`src/lap3_pkg.sv`:
```
package lap3_pkg;

   localparam int MAX_WIDTH    = 1024;
   localparam int COL_W        = $clog2(MAX_WIDTH);
   localparam int WCNT_W       = $clog2(MAX_WIDTH + 1);
   localparam int PIX_W        = 8;
   localparam int EDGE_W       = 11;
   localparam int WIDTH_REG_W  = 11;
   localparam int HEIGHT_REG_W = 16;
   localparam int ROW_W        = HEIGHT_REG_W + 1;
   localparam int CSR_DATA_W   = 16;
   localparam int CSR_IDX_W    = 1;

   localparam logic [CSR_IDX_W-1:0] REG_IMAGE_WIDTH  = 1'b0;
   localparam logic [CSR_IDX_W-1:0] REG_IMAGE_HEIGHT = 1'b1;

   localparam logic [WIDTH_REG_W-1:0]  WIDTH_RESET  = 11'd1024;
   localparam logic [HEIGHT_REG_W-1:0] HEIGHT_RESET = 16'd1024;

   localparam logic KIND_PIXEL = 1'b0;

   // Control and data of one item between the input register and the kernel
   typedef struct packed {
      logic             emit;
      logic             last;
      logic             col_zero;
      logic             clear;
      logic             above_en;
      logic             centre_en;
      logic [PIX_W-1:0] pix;
      logic [COL_W-1:0] col;
   } stage_type;

   // One line buffer entry: pixel of the row just above and of the row two above
   typedef struct packed {
      logic [PIX_W-1:0] centre;
      logic [PIX_W-1:0] above;
   } line_word_type;

endpackage

```
`src/lap3_kernel.sv`:
```
module lap3_kernel (
   input  logic                               clock,
   input  logic                               reset,
   input  logic                               out_free,
   input  logic                               s1_valid,
   input  lap3_pkg::stage_type                stage,
   input  lap3_pkg::line_word_type            rd_word,
   output lap3_pkg::line_word_type            wr_word,
   output logic                               rsp_valid,
   output logic signed [lap3_pkg::EDGE_W-1:0] rsp_edge_value,
   output logic                               rsp_last
);
   import lap3_pkg::*;

   logic [PIX_W-1:0]  up2_ff, dn2_ff, mid1_ff, mid2_ff;
   logic [PIX_W-1:0]  above, centre, right;
   logic [EDGE_W-1:0] sum;
   logic              step;
   logic              rsp_valid_ff;
   logic [EDGE_W-1:0] rsp_edge_value_ff;
   logic              rsp_last_ff;

   assign step   = s1_valid && out_free;
   assign above  = stage.above_en  ? rd_word.above  : '0;
   assign centre = stage.centre_en ? rd_word.centre : '0;
   // right neighbour is padding when the centre is the last pixel of its row
   assign right  = stage.col_zero ? '0 : centre;

   assign wr_word.centre = stage.pix;
   assign wr_word.above  = centre;

   // wraps mod 2^EDGE_W, which is exact two's complement for the kernel range
   assign sum = EDGE_W'(up2_ff) + EDGE_W'(dn2_ff) + EDGE_W'(mid1_ff) + EDGE_W'(right)
              - (EDGE_W'(mid2_ff) << 2);

   always_ff @(posedge clock) begin
      if (reset) begin
         up2_ff  <= '0;
         dn2_ff  <= '0;
         mid1_ff <= '0;
         mid2_ff <= '0;
      end else if (step) begin
         if (stage.clear) begin
            up2_ff  <= '0;
            dn2_ff  <= '0;
            mid1_ff <= '0;
            mid2_ff <= '0;
         end else begin
            up2_ff  <= above;
            dn2_ff  <= stage.pix;
            mid2_ff <= centre;
            mid1_ff <= stage.col_zero ? '0 : mid2_ff;
         end
      end
   end

   always_ff @(posedge clock) begin
      if (reset) begin
         rsp_valid_ff <= 1'b0;
      end else if (out_free) begin
         rsp_valid_ff <= step && stage.emit;
      end
   end

   always_ff @(posedge clock) begin
      if (step && stage.emit) begin
         rsp_edge_value_ff <= sum;
         rsp_last_ff       <= stage.last;
      end
   end

   assign rsp_valid      = rsp_valid_ff;
   assign rsp_edge_value = $signed(rsp_edge_value_ff);
   assign rsp_last       = rsp_last_ff;

endmodule

```
`config.mk`:
```
export PLATFORM = sky130hd
export DESIGN_NAME = lap3_kernel
export DESIGN_NICKNAME = d
export VERILOG_FILES = /design/src/lap3_pkg.sv /design/src/lap3_kernel.sv
export SDC_FILE = /design/constraint.sdc
export NUM_CORES = 1
export LEC_CHECK = 0
export BUFFER_PORTS_ARGS = -buffer_cell sky130_fd_sc_hd__buf_2
export CAP_MARGIN = 25
export CORE_UTILIZATION = 40
export DETAILED_ROUTE_END_ITERATION = 10
export PLACE_DENSITY_LB_ADDON = 0.12
export RECOVER_POWER = 25
export REMOVE_ABC_BUFFERS = 1
export SETUP_SLACK_MARGIN = 0.4
export SYNTH_ARGS = -nofsm -noshare
export SYNTH_HDL_FRONTEND = slang
export SYNTH_SLANG_ARGS = --single-unit
```
`constraint.sdc`:
```
create_clock -name clock -period 8.6 [get_ports clock]
set_input_delay 0.43 -clock clock [delete_from_list [all_inputs] [get_ports clock]]
set_output_delay 0.43 -clock clock [all_outputs]
set_load 0.005 [all_outputs]
```
* Word level (Yosys, flattened, before mapping)
Cells that the tools add are included.
Word-level totals: bits in registers 45, input port bits 44, output and inout port bits 29, word-level logic and storage cells 21
Cells by class: add/subtract/negate cells 4, multiplexer cells 8, reduce and logical (&&, ||, !) cells 2
Operator list (number):
- 8-bit 2-to-1 mux | 8
- 10-bit by 8-bit adder with 11-bit output | 1
- 11-bit by 10-bit subtractor with 11-bit output | 1
- 9-bit by 8-bit adder with 10-bit output | 1
- 8-bit by 8-bit adder with 9-bit output | 1
- 1-bit logical AND | 2

* Longest topological paths before layout
depth after elaboration 4, gate-level depth with buffers 12, mapped depth without buffers 12

* Worst setup path before layout
Ideal clock, no wire load.
path type reg-to-reg, start point reg mid2_ff[2], end point reg rsp_edge_value_ff[10] (netlist: rsp_edge_value[10]), data pin, library setup time 0.257 ns, data arrival time 3.140 ns, required time 8.343 ns, setup slack 5.202 ns, stages on the path, launching flop included 12, path buffers 0, period minus slack after synthesis 3.398 ns, cell sequence dfxtp_1 -> inv_1 -> fa_1 -> fa_1 -> inv_1 -> fa_1 -> inv_1 -> ha_1 -> and3_4 -> a2111oi_4 -> o211a_1 -> nor3_2
Between the ends: word-level cells in the longest chain between the ends 1
Ends and longest elaborated chain:
- start, declared | line lap3_kernel.sv:15 | logic [PIX_W-1:0] up2_ff, dn2_ff, mid1_ff, mid2_ff;
- start signal, assigned | line lap3_kernel.sv:51 | mid2_ff <= centre;
- 11-bit by 10-bit subtractor with 11-bit output | line lap3_kernel.sv:34 | - (EDGE_W'(mid2_ff) << 2);
- via sum[10] | line lap3_kernel.sv:17 | logic [EDGE_W-1:0] sum;
- end signal, assigned | line lap3_kernel.sv:67 | rsp_edge_value_ff <= sum;
- end, declared | line lap3_kernel.sv:20 | logic [EDGE_W-1:0] rsp_edge_value_ff;
The timed path passes the listed nets, and every way through them passes these cells. A chain may end at the register's enable or synchronous reset.

* Final worst setup path
start point reg mid2_ff[0], end point reg rsp_edge_value_ff[9] (netlist: rsp_edge_value[9]), data pin
The elaborated chain is that of the path after synthesis.

==> flow_summary.yaml <==
setup_path:
  crit_chain: "inv_1 -> fa_1 -> fa_1 -> inv_1 -> fa_1 -> inv_1 -> fa_1 -> a21oi_1 -> o211ai_1 -> o41ai_1 -> xnor2_1"
  arrival_ns: 3.66
  path_class: "flip-flop to flip-flop"
  worstPathMaxFanout: 3
  cp-end-kind: "flip-flop"
  reg2reg_setup_slack_ns: 4.99
  slowest_delay_ns: 0.53
  critical_path.startpoint_type: "flip-flop"
  slowest_stage: "fa_1"
  cp.required_ns: 8.65
  worst_path_most_repeated_cell: "fa_1"
place:
  placed_area_sq_um: 3070
  post-dp-hpwl_um: 3950
  dp_cells: 405
  place.port_buffers: 62
  place_ws_ns: 4.99
  finalWeightedCongestion: 0.746
cells_and_area:
  syn_to_final_growth_pct: 14.2
  final_cell_mix: "59 x buf_2, 42 x inv_1, 39 x nor2_1, 33 x dfxtp_1"
  antenna_cells: 0
  post-route-util: 0.485
  fin_area_sq_um: 3150
  layout_commonest_cell: "buf_2"
  fillerInstances: 634
  drive_gt1_frac: 0.223
  finalNonFillerCells: 413
  nets: 415
global_route:
  antenna_found_initial: 0
  grt_pass1_wl_um: 8890
  gr-total-overflow: 0
  grt_usage: 0.157
  grt_max_degree: 51
  grt_pass1_vias: 1970
timing:
  finalMaxSlewViolations: 0
  slew_headroom: 0.566
  hold_viol: 0
  hold_ws_ns: 0.300
  rsz0062_at_grt: "false"
  setup_viol: 0
  worst_pin_slew_ns: 0.652
  tns_ns: 0
  setup_ws_ns: 4.99
  fin_worst_skew_ns: 0.00893
  period_needed_ns: 3.61
  max_freq_mhz: 277
  fin_crit_sh: 0.420
routing:
  via_per_inst: 4.99
  ant_nets: 0
  drtPass1Iterations: 4
  drt-initial-drc-count: 79
  wl_um: 5330
  num_vias: 2061
  post-route-drc-count: 0
  wl_per_cell_um: 12.9
flow_run:
  drv_cap: 0
power:
  p_total_uw: 503
  p_leak_nw: 1.41
  p_per_area_nw_per_um2: 160
  ir_drop_v: 0.0000601
clock_network:
  cts_tree: "yes"
  clock_sinks: 45
  cts_buffers: 5
  h-tree-depth: 2
  max-clock-path-buffers: 2
  ctsResizeCount: 0
  clkLatencyLatePin_ns: 0.31
  cts-root-buf: "clkbuf_8"
  clkTransAtPathRegs_ns: 0.10
  postCtsSetupBuffers: 0
  holdBufCountCts: 0
synth:
  synth-simple-area-share: 0.177
  synth.mux.area_fraction: 0
  ys_ff_latch: 45
  synth_cells: 284
  synth-xor-area-share: 0.0222
  syn-cell-area_sq_um: 2760
  yosys.area_share.adder: 0.220
  synth_top_family_by_area: "adder cells"
  ys_seq_area_frac: 0.370
  ys_types: 32
  synth_compound_gate_area_share: 0.115
  syn_avg_cell_area_sq_um: 9.71
  ys_warn_count: 0
worst_hold_path:
  hold_path_class: "primary input to flip-flop"
floorplan:
  core_area_sq_um: 6490
  pin_count: 73
  die_h_um: 85.1
  dieArea_sq_um: 7230
  start_util: 0.425
  fp.dieW_um: 85.1
  rows: 29
status:
  status: "finished, final reports clean"
[layer usage]
layer | vias up | routed length (um) | track usage
li1 | 1029 | - | -
met1 | 969 | 2430 | 0.203
met2 | 57 | 2580 | 0.271
met3 | 6 | 255 | 0.0311
met4 | 0 | 57 | 0.0416
met5 | - | 0 | 0
[report_power, final]
group | switching, mW | leakage (nW) | total (mW) | internal (mW)
logic | 0.0709 | 0.983 | 0.132 | 0.0609
registers | 0.00284 | 0.377 | 0.234 | 0.231
clock network | 0.0798 | 0.0489 | 0.138 | 0.0581
total | 0.153 | 1.41 | 0.503 | 0.350
[synthesized netlist by cell type]
cell type	number	area (sq um)
and3_4	2	22.5
or3_1	1	6.26
a21o_1	2	15.0
nor3_1	4	20.0
buf_4	8	60.1
nand2b_1	7	43.8
o41ai_1	1	8.76
fa_1	21	420
xor2_1	3	26.3
o211ai_1	1	7.51
dfxtp_1	33	661
o21bai_1	1	7.51
buf_2	4	20.0
and2_1	8	50.1
ha_1	15	188
clkbuf_1	7	26.3
nor3_2	3	30.0
o21ai_0	1	5.00
nand3_1	3	15.0
edfxtp_1	12	360
a21oi_1	21	105
a2111oi_1	1	10.0
nor3b_1	16	120
xnor2_1	4	35.0
and3_1	1	6.26
a22oi_1	16	120
nor3b_2	1	12.5
inv_1	42	158
nand2_1	4	15.0
a2111oi_4	1	27.5
o211a_1	1	10.0
nor2_1	39	146
[registers in the layout, indices dropped and copies added, names as in the netlist]
name            cells
mid1_ff             8
up2_ff              8
rsp_valid           1
rsp_last            1
rsp_edge_value     11
mid2_ff             8
dn2_ff              8
[critical path: cells and delay by family, from the launching register on]
| family | cells | cell delay, ns |
|---|---|---|
| buffers and inverters | 3 | 0.19 |
| DFF | 1 | 0.38 |
| xor gates and xnor gates | 1 | 0.12 |
| AOI/OAI and AO/OA | 3 | 0.71 |
| adders and majority gates | 4 | 1.95 |
[cell families after synthesis]
family,count (synthesis)
XOR/XNOR,7
adder cells (fa/ha/maj),36
AND/OR/NAND/NOR,89
AO/OA/AOI/OAI,46
flip-flops,45
buffers and inverters,61
[cell type report]
cell class                      count  area [sq um]  area share
Timing Repair Buffer               63           314      0.0996
Tap cell                           77          96.3      0.0306
Multi-Input combinational cell    178          1470       0.468
Clock inverter                      3          20.0     0.00635
Sequential cell                    45          1020       0.324
Inverter                           42           158      0.0500
Clock buffer                        5          68.8      0.0218
[path summary, 6_finish.rpt]
| check | startpoint | endpoint | depth (start not counted) |
|---|---|---|---|
| setup / recovery | mid2_ff[0] | rsp_edge_value[9] | 11 |
| hold / removal | stage[22] | rsp_last | 1 |
| hold reg to reg | rsp_valid | rsp_valid | 2 |
| setup reg to reg | mid2_ff[0] | rsp_edge_value[9] | 11 |
Note: power is estimated with default switching activity, not from simulation.
